==> src/rtl/bfit_pkg.sv <==
// ----------------------------------------------------------------------------
// bfit_pkg : shared types and helpers for the block face index transform
// Item structs, register indexes and small combinational helpers.
// ----------------------------------------------------------------------------
`timescale 1ns / 1ps
`default_nettype none

package bfit_pkg;

  localparam int MAX_NODES = 1024;

  localparam int CNT_W  = 11;  // node count width
  localparam int IDX_W  = 10;  // node index width
  localparam int SIDE_W = 3;
  localparam int ORI_W  = 9;
  localparam int CFG_IDX_W = 3;

  // Face codes
  localparam logic [SIDE_W-1:0] SIDE_KMAX = 3'd5;

  // Configuration register indexes
  typedef enum logic [CFG_IDX_W-1:0] {
    REG_HOST_NODES_I  = 3'd0,
    REG_HOST_NODES_J  = 3'd1,
    REG_HOST_NODES_K  = 3'd2,
    REG_DONOR_NODES_I = 3'd3,
    REG_DONOR_NODES_J = 3'd4,
    REG_DONOR_NODES_K = 3'd5,
    REG_HOST_SIDE     = 3'd6,
    REG_ORIENTATION   = 3'd7
  } cfg_reg_t;

  typedef struct packed {
    logic [IDX_W-1:0] host_i;
    logic [IDX_W-1:0] host_j;
    logic [IDX_W-1:0] host_k;
    logic [1:0]       axis;
  } in_item_t;

  typedef struct packed {
    logic [IDX_W-1:0]  donor_i;
    logic [IDX_W-1:0]  donor_j;
    logic [IDX_W-1:0]  donor_k;
    logic [SIDE_W-1:0] donor_side;
    logic              on_patch;
    logic              out_of_range;
    logic              bad_orientation;
  } out_item_t;

  // Clamp a node count into 2..MAX_NODES
  function automatic logic [CNT_W-1:0] sat_count(input logic [CNT_W-1:0] n);
    logic [CNT_W-1:0] res;
    res = n;
    if (n < CNT_W'(2))
      res = CNT_W'(2);
    else if ({1'b0, n} > (CNT_W+1)'(MAX_NODES))
      res = CNT_W'(MAX_NODES);
    return res;
  endfunction

  // Target axis of an orientation digit (digit mod 3)
  function automatic logic [1:0] dig_axis(input logic [2:0] dig);
    logic [1:0] res;
    case (dig)
      3'd0:    res = 2'd0;
      3'd1:    res = 2'd1;
      3'd2:    res = 2'd2;
      3'd3:    res = 2'd0;
      3'd4:    res = 2'd1;
      3'd5:    res = 2'd2;
      3'd6:    res = 2'd0;
      3'd7:    res = 2'd1;
      default: res = 2'd0;
    endcase
    return res;
  endfunction

endpackage

`default_nettype wire

==> src/rtl/block_face_index_transform.sv <==
// ----------------------------------------------------------------------------
// block_face_index_transform : host-to-donor node index mapping
// Maps host grid nodes across one block face onto the donor block through a
// signed permutation, flags patch membership, range and orientation errors.
// ----------------------------------------------------------------------------
// Takes one item per clock while busy is low and returns its result on
// out_item with out_valid high for a single cycle; it passes through the
// four register stages of the pipeline and nothing else holds an item up.
// busy is high only during reset and the cycle after it. Results cannot be
// held off, so none are buffered. Configuration (host/donor node counts,
// host face, orientation code) is taken on cfg_valid, always ready, and must
// only be written while no item is in flight; the face extent, donor face,
// permutation and donor low corner are re-derived from it every cycle.
`timescale 1ns / 1ps
`default_nettype none

module block_face_index_transform (
  input  wire                               clk,
  input  wire                               rst_n,
  // item input
  input  wire                               start,
  output logic                              busy,
  input  wire bfit_pkg::in_item_t           in_item,
  // result output
  output logic                              out_valid,
  output bfit_pkg::out_item_t               out_item,
  // configuration write
  input  wire                               cfg_valid,
  output logic                              cfg_ready,
  input  wire [bfit_pkg::CFG_IDX_W-1:0]     cfg_index,
  input  wire [bfit_pkg::CNT_W-1:0]         cfg_data
);

  import bfit_pkg::*;

  localparam int U_W = IDX_W + 2;   // h - lo, signed
  localparam int D_W = IDX_W + 4;   // dlo + up to three terms, signed

  // --------------------------------------------------------------------------
  // Configuration registers
  // --------------------------------------------------------------------------
  logic [CNT_W-1:0]  host_n_r  [3];
  logic [CNT_W-1:0]  donor_n_r [3];
  logic [SIDE_W-1:0] host_side_r;
  logic [ORI_W-1:0]  orient_r;

  always_ff @(posedge clk) begin
    if (!rst_n) begin
      for (int c = 0; c < 3; c++) begin
        host_n_r[c]  <= CNT_W'(2);
        donor_n_r[c] <= CNT_W'(2);
      end
      host_side_r <= '0;
      orient_r    <= ORI_W'(136);   // identity: digits 0,1,2
    end else if (cfg_valid && cfg_ready) begin
      case (cfg_index)
        REG_HOST_NODES_I:  host_n_r[0]  <= cfg_data;
        REG_HOST_NODES_J:  host_n_r[1]  <= cfg_data;
        REG_HOST_NODES_K:  host_n_r[2]  <= cfg_data;
        REG_DONOR_NODES_I: donor_n_r[0] <= cfg_data;
        REG_DONOR_NODES_J: donor_n_r[1] <= cfg_data;
        REG_DONOR_NODES_K: donor_n_r[2] <= cfg_data;
        REG_HOST_SIDE:     host_side_r  <= cfg_data[SIDE_W-1:0];
        REG_ORIENTATION:   orient_r     <= cfg_data[ORI_W-1:0];
        default: ;
      endcase
    end
  end

  assign cfg_ready = 1'b1;

  // --------------------------------------------------------------------------
  // Derived face geometry, refreshed every cycle from the registers. Only
  // read from stage 2 onwards, so a write is visible to the next item.
  // --------------------------------------------------------------------------
  logic [CNT_W-1:0]  hn_nxt [3], hn_r [3];
  logic [CNT_W-1:0]  dn_nxt [3], dn_r [3];
  logic [1:0]        dir_nxt, dir_r;          // host face normal axis
  logic [IDX_W-1:0]  lo_dir_nxt, lo_dir_r;    // host index on that face
  logic [1:0]        tgt_nxt [3], tgt_r [3];  // donor row of each column
  logic              neg_nxt [3], neg_r [3];  // column sign
  logic [SIDE_W-1:0] dside_nxt, dside_r;
  logic [IDX_W-1:0]  dlo_nxt [3], dlo_r [3];
  logic              bad_nxt, bad_r;

  always_comb begin
    logic [SIDE_W-1:0] side;
    logic              odd;
    logic [2:0]        dig [3];
    logic [1:0]        n_pos, n_neg;
    logic [CNT_W-1:0]  dn_m1;

    side = (host_side_r > SIDE_KMAX) ? SIDE_KMAX : host_side_r;
    odd  = side[0];
    dir_nxt = side[2:1];
    bad_nxt = 1'b0;
    for (int c = 0; c < 3; c++) begin
      hn_nxt[c]  = sat_count(host_n_r[c]);
      dn_nxt[c]  = sat_count(donor_n_r[c]);
      dig[c]     = orient_r[3*c +: 3];
      tgt_nxt[c] = dig_axis(dig[c]);
      neg_nxt[c] = (dig[c] > 3'd2);
      if (dig[c] > 3'd5)
        bad_nxt = 1'b1;
    end
    lo_dir_nxt = odd ? IDX_W'(hn_nxt[dir_nxt] - CNT_W'(1)) : '0;

    // donor face: axis from the normal digit, min/max flips with its sign
    dside_nxt = {tgt_nxt[dir_nxt], odd ^ ~neg_nxt[dir_nxt]};

    for (int r = 0; r < 3; r++) begin
      n_pos = '0;
      n_neg = '0;
      for (int c = 0; c < 3; c++) begin
        if (tgt_nxt[c] == 2'(r)) begin
          if (neg_nxt[c]) n_neg = n_neg + 2'd1;
          else            n_pos = n_pos + 2'd1;
        end
      end
      dn_m1 = dn_nxt[r] - CNT_W'(1);
      if (dside_nxt[2:1] == 2'(r))
        dlo_nxt[r] = dside_nxt[0] ? dn_m1[IDX_W-1:0] : '0;
      else
        dlo_nxt[r] = (n_neg > n_pos) ? dn_m1[IDX_W-1:0] : '0;
    end
  end

  always_ff @(posedge clk) begin
    hn_r     <= hn_nxt;
    dn_r     <= dn_nxt;
    dir_r    <= dir_nxt;
    lo_dir_r <= lo_dir_nxt;
    tgt_r    <= tgt_nxt;
    neg_r    <= neg_nxt;
    dside_r  <= dside_nxt;
    dlo_r    <= dlo_nxt;
    bad_r    <= bad_nxt;
  end

  // --------------------------------------------------------------------------
  // Handshake: nothing stalls the pipe, busy only covers reset
  // --------------------------------------------------------------------------
  logic busy_r;
  logic accept;

  always_ff @(posedge clk) begin
    if (!rst_n) busy_r <= 1'b1;
    else        busy_r <= 1'b0;
  end

  assign busy   = busy_r;
  assign accept = start && !busy_r;

  // --------------------------------------------------------------------------
  // Stage 1: capture the item
  // --------------------------------------------------------------------------
  logic             v1_r;
  logic [IDX_W-1:0] h1_r [3];
  logic [1:0]       axis1_r;

  always_ff @(posedge clk) begin
    if (!rst_n) v1_r <= 1'b0;
    else        v1_r <= accept;
  end

  always_ff @(posedge clk) begin
    h1_r[0] <= in_item.host_i;
    h1_r[1] <= in_item.host_j;
    h1_r[2] <= in_item.host_k;
    axis1_r <= in_item.axis;
  end

  // --------------------------------------------------------------------------
  // Stage 2: offsets from the host low corner, patch membership
  // --------------------------------------------------------------------------
  logic                  v2_r;
  logic signed [U_W-1:0] u_nxt [3], u2_r [3];
  logic                  onp_nxt, onp2_r;

  always_comb begin
    logic [IDX_W-1:0] lo;
    logic             inside_face;

    inside_face = 1'b1;
    for (int c = 0; c < 3; c++) begin
      lo = (dir_r == 2'(c)) ? lo_dir_r : '0;
      u_nxt[c] = $signed({2'b00, h1_r[c]}) - $signed({2'b00, lo});
      // off the normal axis the face spans the whole block
      if (dir_r != 2'(c) && ({1'b0, h1_r[c]} >= hn_r[c]))
        inside_face = 1'b0;
    end
    onp_nxt = (axis1_r == dir_r) && (h1_r[dir_r] == lo_dir_r) && inside_face;
  end

  always_ff @(posedge clk) begin
    if (!rst_n) v2_r <= 1'b0;
    else        v2_r <= v1_r;
  end

  always_ff @(posedge clk) begin
    u2_r   <= u_nxt;
    onp2_r <= onp_nxt;
  end

  // --------------------------------------------------------------------------
  // Stage 3: signed permutation plus donor low corner
  // --------------------------------------------------------------------------
  logic                  v3_r;
  logic signed [D_W-1:0] d_nxt [3], d3_r [3];
  logic                  onp3_r;

  always_comb begin
    logic signed [D_W-1:0] term;
    for (int r = 0; r < 3; r++) begin
      d_nxt[r] = $signed({{(D_W-IDX_W){1'b0}}, dlo_r[r]});
      for (int c = 0; c < 3; c++) begin
        term = D_W'(u2_r[c]);
        if (tgt_r[c] == 2'(r))
          d_nxt[r] = neg_r[c] ? d_nxt[r] - term : d_nxt[r] + term;
      end
    end
  end

  always_ff @(posedge clk) begin
    if (!rst_n) v3_r <= 1'b0;
    else        v3_r <= v2_r;
  end

  always_ff @(posedge clk) begin
    d3_r   <= d_nxt;
    onp3_r <= onp2_r;
  end

  // --------------------------------------------------------------------------
  // Stage 4: donor range check, output register
  // --------------------------------------------------------------------------
  logic      v4_r;
  out_item_t out_nxt, out_r;

  always_comb begin
    logic oor;
    oor = 1'b0;
    for (int r = 0; r < 3; r++) begin
      if (d3_r[r] < 0 || d3_r[r] >= $signed({{(D_W-CNT_W){1'b0}}, dn_r[r]}))
        oor = 1'b1;
    end
    out_nxt.donor_i         = oor ? '0 : d3_r[0][IDX_W-1:0];
    out_nxt.donor_j         = oor ? '0 : d3_r[1][IDX_W-1:0];
    out_nxt.donor_k         = oor ? '0 : d3_r[2][IDX_W-1:0];
    out_nxt.donor_side      = dside_r;
    out_nxt.on_patch        = onp3_r;
    out_nxt.out_of_range    = oor;
    out_nxt.bad_orientation = bad_r;
  end

  always_ff @(posedge clk) begin
    if (!rst_n) v4_r <= 1'b0;
    else        v4_r <= v3_r;
  end

  always_ff @(posedge clk) begin
    out_r <= out_nxt;
  end

  assign out_valid = v4_r;
  assign out_item  = out_r;

  // --------------------------------------------------------------------------
  // Assertions
  // --------------------------------------------------------------------------
  a_latency : assert property (@(posedge clk) disable iff (!rst_n)
    accept |-> ##4 out_valid)
    else $error("item accepted without a result four cycles later");

  a_oor_zero : assert property (@(posedge clk) disable iff (!rst_n)
    (out_valid && out_item.out_of_range) |->
      (out_item.donor_i == '0 && out_item.donor_j == '0 && out_item.donor_k == '0))
    else $error("out-of-range result carries a nonzero donor index");

  a_dside : assert property (@(posedge clk) disable iff (!rst_n)
    out_valid |-> (out_item.donor_side <= SIDE_KMAX))
    else $error("donor face code above kmax");

  a_busy : assert property (@(posedge clk) disable iff (!rst_n)
    $past(rst_n) |-> !busy)
    else $error("busy raised outside reset");

endmodule

`default_nettype wire
==> config.mk <==
export PLATFORM = sky130hd
export DESIGN_NAME = block_face_index_transform
export DESIGN_NICKNAME = d
export VERILOG_FILES = /design/src/rtl/bfit_pkg.sv /design/src/rtl/block_face_index_transform.sv
export SDC_FILE = /design/constraint.sdc
export NUM_CORES = 1
export LEC_CHECK = 0
export BUFFER_PORTS_ARGS = -buffer_cell sky130_fd_sc_hd__buf_2
export CORE_UTILIZATION = 63
export CTS_CLUSTER_SIZE = 28
export DETAILED_ROUTE_END_ITERATION = 10
export PLACE_DENSITY = 0.81
export RECOVER_POWER = 50
export SLEW_MARGIN = 20
export SYNTH_ARGS = -nofsm -noshare
export SYNTH_HDL_FRONTEND = slang
export SYNTH_SLANG_ARGS = --single-unit
==> constraint.sdc <==
create_clock -name clk -period 7.1 [get_ports clk]
set_clock_uncertainty 0.15 [all_clocks]
set_input_delay 2.13 -clock clk [delete_from_list [all_inputs] [get_ports clk]]
set_output_delay 2.13 -clock clk [all_outputs]
set_load 0.02 [all_outputs]
==> impl_metrics.xml <==
<?xml version="1.0" encoding="UTF-8"?>
<metrics>
  <group name="floorplanning">
    <metric name="floorplan.die.width" unit="um">185</metric>
    <metric name="die_area" unit="um^2">34100</metric>
    <metric name="std_cell_rows" unit="">66</metric>
    <metric name="io-pin-count" unit="">89</metric>
    <metric name="chipHeight" unit="um">185</metric>
    <metric name="floorplan.initialDensity" unit="%">64.2</metric>
    <metric name="placeableCoreArea" unit="um^2">32700</metric>
  </group>
  <group name="final_layout">
    <metric name="layout_commonest_cell" unit="">sky130_fd_sc_hd__dfxtp_1</metric>
    <metric name="most-common-layout-cells" unit="">288 x sky130_fd_sc_hd__dfxtp_1, 215 x sky130_fd_sc_hd__ha_1, 197 x sky130_fd_sc_hd__nand2_1</metric>
    <metric name="finalNetCount" unit="">2672</metric>
    <metric name="syn_to_final_growth" unit="%">9.81</metric>
    <metric name="drive_gt1_share" unit="%">9.00</metric>
    <metric name="nFillCells" unit="">2522</metric>
    <metric name="design_area" unit="um^2">23100</metric>
  </group>
  <group name="sta">
    <metric name="post-route-min-period" unit="ps">6670</metric>
    <metric name="timing_hold_violations_final" unit="">0</metric>
    <metric name="slew_headroom" unit="%">23.4</metric>
    <metric name="rsz0062_at_grt" unit="">false</metric>
    <metric name="finalSetupTns" unit="ps">0</metric>
    <metric name="setup_viol" unit="">0</metric>
    <metric name="layout_setup_ws" unit="ps">432</metric>
    <metric name="achievable-frequency" unit="GHz">0.150</metric>
    <metric name="finalCritPeriodShare" unit="%">93.9</metric>
    <metric name="final-max-slew-violation-count" unit="">0</metric>
    <metric name="tightestPinTransition" unit="ps">1150</metric>
  </group>
  <group name="logic_synthesis">
    <metric name="synth_ff_type" unit="">sky130_fd_sc_hd__dfxtp_1</metric>
    <metric name="synth.mux.area_fraction" unit="%">3.43</metric>
    <metric name="post_synth_inst_count" unit="">2321</metric>
    <metric name="synth_enable_flop_cells" unit="">66</metric>
    <metric name="synthSimpleGateAreaFrac" unit="%">18.3</metric>
    <metric name="synth_warnings" unit="">0</metric>
    <metric name="dominant_combinational_cell_family_by_area_after_synthesis" unit="">simple AND/OR/NAND/NOR gates</metric>
    <metric name="syn_area" unit="um^2">21000</metric>
    <metric name="yosys.area_share.xor_xnor" unit="%">8.06</metric>
    <metric name="share_of_the_synthesized_area_in_compound_gates_ao_oa_aoi_oai" unit="%">14.3</metric>
    <metric name="yosysUniqueCellTypes" unit="">83</metric>
    <metric name="synth-adder-area-share" unit="%">14.5</metric>
    <metric name="postSynthRegisterBits" unit="">355</metric>
    <metric name="synth-seq-area-share" unit="%">37.0</metric>
    <metric name="post_synth.cell_area_avg" unit="um^2">9.05</metric>
    <metric name="syn-num-nets" unit="">2598</metric>
    <metric name="synth-async-reset-ratio" unit="%">0</metric>
  </group>
  <group name="power_and_ir_drop">
    <metric name="switching_part_of_the_total" unit="%">35.8</metric>
    <metric name="internal-power" unit="mW">4.54</metric>
    <metric name="p_sw" unit="mW">2.53</metric>
    <metric name="share_seq_of_total_power" unit="%">35.6</metric>
    <metric name="share_comb_of_total_power" unit="%">37.2</metric>
    <metric name="leakagePower" unit="nW">10.3</metric>
    <metric name="p_per_area" unit="nW/um^2">306</metric>
    <metric name="p_clk_share" unit="%">27.2</metric>
    <metric name="vdd_ir_drop_max" unit="V">0.000245</metric>
    <metric name="finalPower" unit="mW">7.06</metric>
  </group>
  <group name="global_route">
    <metric name="vias_in_the_first_global_route" unit="">16331</metric>
    <metric name="grt_overflow_total" unit="">0</metric>
    <metric name="antenna_violations_before_repair" unit="">0</metric>
    <metric name="grt_pass1_wl" unit="um">85800</metric>
    <metric name="maximum_number_of_pins_on_one_net_before_global_route_repair" unit="">27</metric>
    <metric name="grt.total_usage" unit="%">32.9</metric>
  </group>
  <group name="clock_tree">
    <metric name="worst_setup_hold_path_clk_slew" unit="ps">60</metric>
    <metric name="cts-resized-gates" unit="">0</metric>
    <metric name="cts.hold.buffers_added" unit="">0</metric>
    <metric name="clock_sink_count" unit="">355</metric>
    <metric name="worst_skew_pair.late_latency" unit="ps">530</metric>
    <metric name="buffer_depth_of_the_longest_clock_path" unit="">3</metric>
    <metric name="clock_tree_from_tritoncts" unit="">yes</metric>
    <metric name="cts.htree.levels" unit="">2</metric>
    <metric name="clock_tree.root_cell" unit="">sky130_fd_sc_hd__clkbuf_16</metric>
    <metric name="cts_setup_buffers" unit="">0</metric>
    <metric name="num_cts_buffers" unit="">37</metric>
  </group>
  <group name="critical_path">
    <metric name="endpoint_kind" unit="">flop</metric>
    <metric name="cpLargestDelayFamily" unit="">adder cells</metric>
    <metric name="slowest_delay" unit="ps">390</metric>
    <metric name="path_class" unit="">reg -&gt; reg</metric>
    <metric name="critical_path_buf_inv_count" unit="">4</metric>
    <metric name="critPathSlowestCell" unit="">sky130_fd_sc_hd__dfxtp_2</metric>
    <metric name="critical_path_arrival" unit="ps">6980</metric>
    <metric name="worstPathMaxFanout" unit="">7</metric>
    <metric name="worstSetupStartpointType" unit="">flop</metric>
    <metric name="cp_data_required_time" unit="ps">7410</metric>
  </group>
  <group name="place">
    <metric name="io_buffers" unit="">87</metric>
    <metric name="preCtsSetupSlack" unit="ps">397</metric>
    <metric name="post-dp-hpwl" unit="um">43700</metric>
    <metric name="placer_congestion_estimate" unit="">1.02</metric>
    <metric name="dpl-instance-area" unit="um^2">21900</metric>
  </group>
  <group name="route">
    <metric name="m1WireLength" unit="um">21500</metric>
    <metric name="post_detailed_route_wirelength_per_cell" unit="um">19.2</metric>
    <metric name="via_count" unit="">16837</metric>
    <metric name="met2_length" unit="um">26900</metric>
    <metric name="detailedRoute.firstIterationViolations" unit="">1015</metric>
    <metric name="finalWirelength" unit="um">55100</metric>
    <metric name="drc" unit="">0</metric>
    <metric name="viasPerCell" unit="">5.87</metric>
    <metric name="drt_pass1_iterations" unit="">6</metric>
    <metric name="met3RoutedLength" unit="um">2870</metric>
    <metric name="detail-route-antenna-nets" unit="">0</metric>
    <metric name="highest_layer" unit="">met4</metric>
  </group>
  <group name="run">
    <metric name="max_cap_violations" unit="">0</metric>
  </group>
  <group name="hold_path">
    <metric name="hp_class" unit="">reg -&gt; reg</metric>
  </group>
  <group name="status">
    <metric name="status" unit="">finished clean</metric>
  </group>
</metrics>
-- sequential cells by signal, indices dropped and copies added (netlist names), 6 cells and up --
name / cells
tgt_r: 6
u2_r: 33
dn_r: 33
d3_r: 42
hn_r: 33
donor_n_r: 33
out_item: 36
lo_dir_r: 10
dlo_r: 30
h1_r: 30
tgt_nxt: 6
host_n_r: 33
orient_r: 9
-- per-layer routing --
layer,GRT usage (%),vias to the layer above
met5,0,-
met4,21.6,0
met3,4.43,185
met2,58.2,581
met1,37.0,7880
li1,-,8191
-- Yosys cell counts, drive strengths merged, types with 5 or more instances --
master | number | area [um^2]
a22oi | 6 | 45.0
inv | 167 | 627
nor3b | 11 | 87.6
xnor2 | 109 | 962
edfxtp | 66 | 1980
mux2i | 42 | 424
a21o | 70 | 526
clkbuf | 57 | 214
a31oi | 18 | 113
a221oi | 5 | 62.6
nor4 | 25 | 171
nand3 | 32 | 160
a211o | 5 | 43.8
a211oi | 6 | 50.1
and3b | 8 | 70.1
nor4b | 6 | 52.6
mux2 | 24 | 274
nand4 | 14 | 87.6
xor2 | 81 | 709
nor3 | 51 | 255
nand2 | 197 | 739
o21ai | 120 | 604
o31ai | 14 | 115
nor2 | 167 | 627
or3 | 14 | 87.6
o211a | 5 | 50.1
nor2b | 80 | 500
nand2b | 53 | 332
a21boi | 14 | 105
a21oi | 126 | 631
dfxtp | 289 | 5790
and3 | 6 | 37.5
nand3b | 7 | 52.6
and2 | 72 | 450
buf | 12 | 60.1
o21a | 32 | 240
ha | 215 | 2690
maj3 | 12 | 125
fa | 12 | 240
or2 | 13 | 81.3
-- cell type report --
class                           count  area [um^2]  share of cell area, %
Multi-Input combinational cell   1730        12400                   53.6
Sequential cell                   355         7770                   33.7
Clock buffer                       47         1020                   4.44
Inverter                          167          627                   2.72
Tap cell                          442          553                   2.40
Timing Repair Buffer              104          537                   2.33
Clock inverter                     20          201                  0.873
Antenna cell                        1         2.50                 0.0108
-- logic make-up (layout without fill, tap and decap cells) --
| family | count (synthesis) | in the layout |
|---|---|---|
| simple gates | 763 | 763 |
| compound gates | 469 | 469 |
| flops | 355 | 355 |
| fa+ha+maj | 239 | 239 |
| buf+inv | 236 | 338 |
| xor+xnor | 191 | 191 |
| mux | 67 | 67 |
| other cells | 1 | 2 |
-- through the flow --
stage,hold slack [ps],instances,utilization (%)
5_1_grt,196,2865,70.5
4_1_cts,180,2865,70.6
6_report,180,2866,70.5
3_5_place_dp,165,2798,66.9
2_1_floorplan,160,2321,-
3_3_place_gp,168,2798,66.8
-- worst paths after layout --
check | start | endpoint | slack [ps] | cells after the start
max reg2reg | u2_r[24] | d3_r[13] | 430 | 30
min | bad_r | out_item[0] | 180 | 0
max | u2_r[24] | d3_r[13] | 430 | 30
min reg2reg | bad_r | out_item[0] | 180 | 0
-- power by group through the flow --
stage / combinational [mW] / clock (mW) / sequential (mW)
2_1_floorplan: 2.01 / 0 / 2.44
3_3_place_gp: 2.46 / 0 / 2.54
3_5_place_dp: 2.56 / 0 / 2.55
4_1_cts: 2.59 / 1.95 / 2.51
5_1_grt: 2.93 / 2.04 / 2.53
6_report: 2.63 / 1.92 / 2.51
Note: power is estimated with default switching activity, not from simulation.
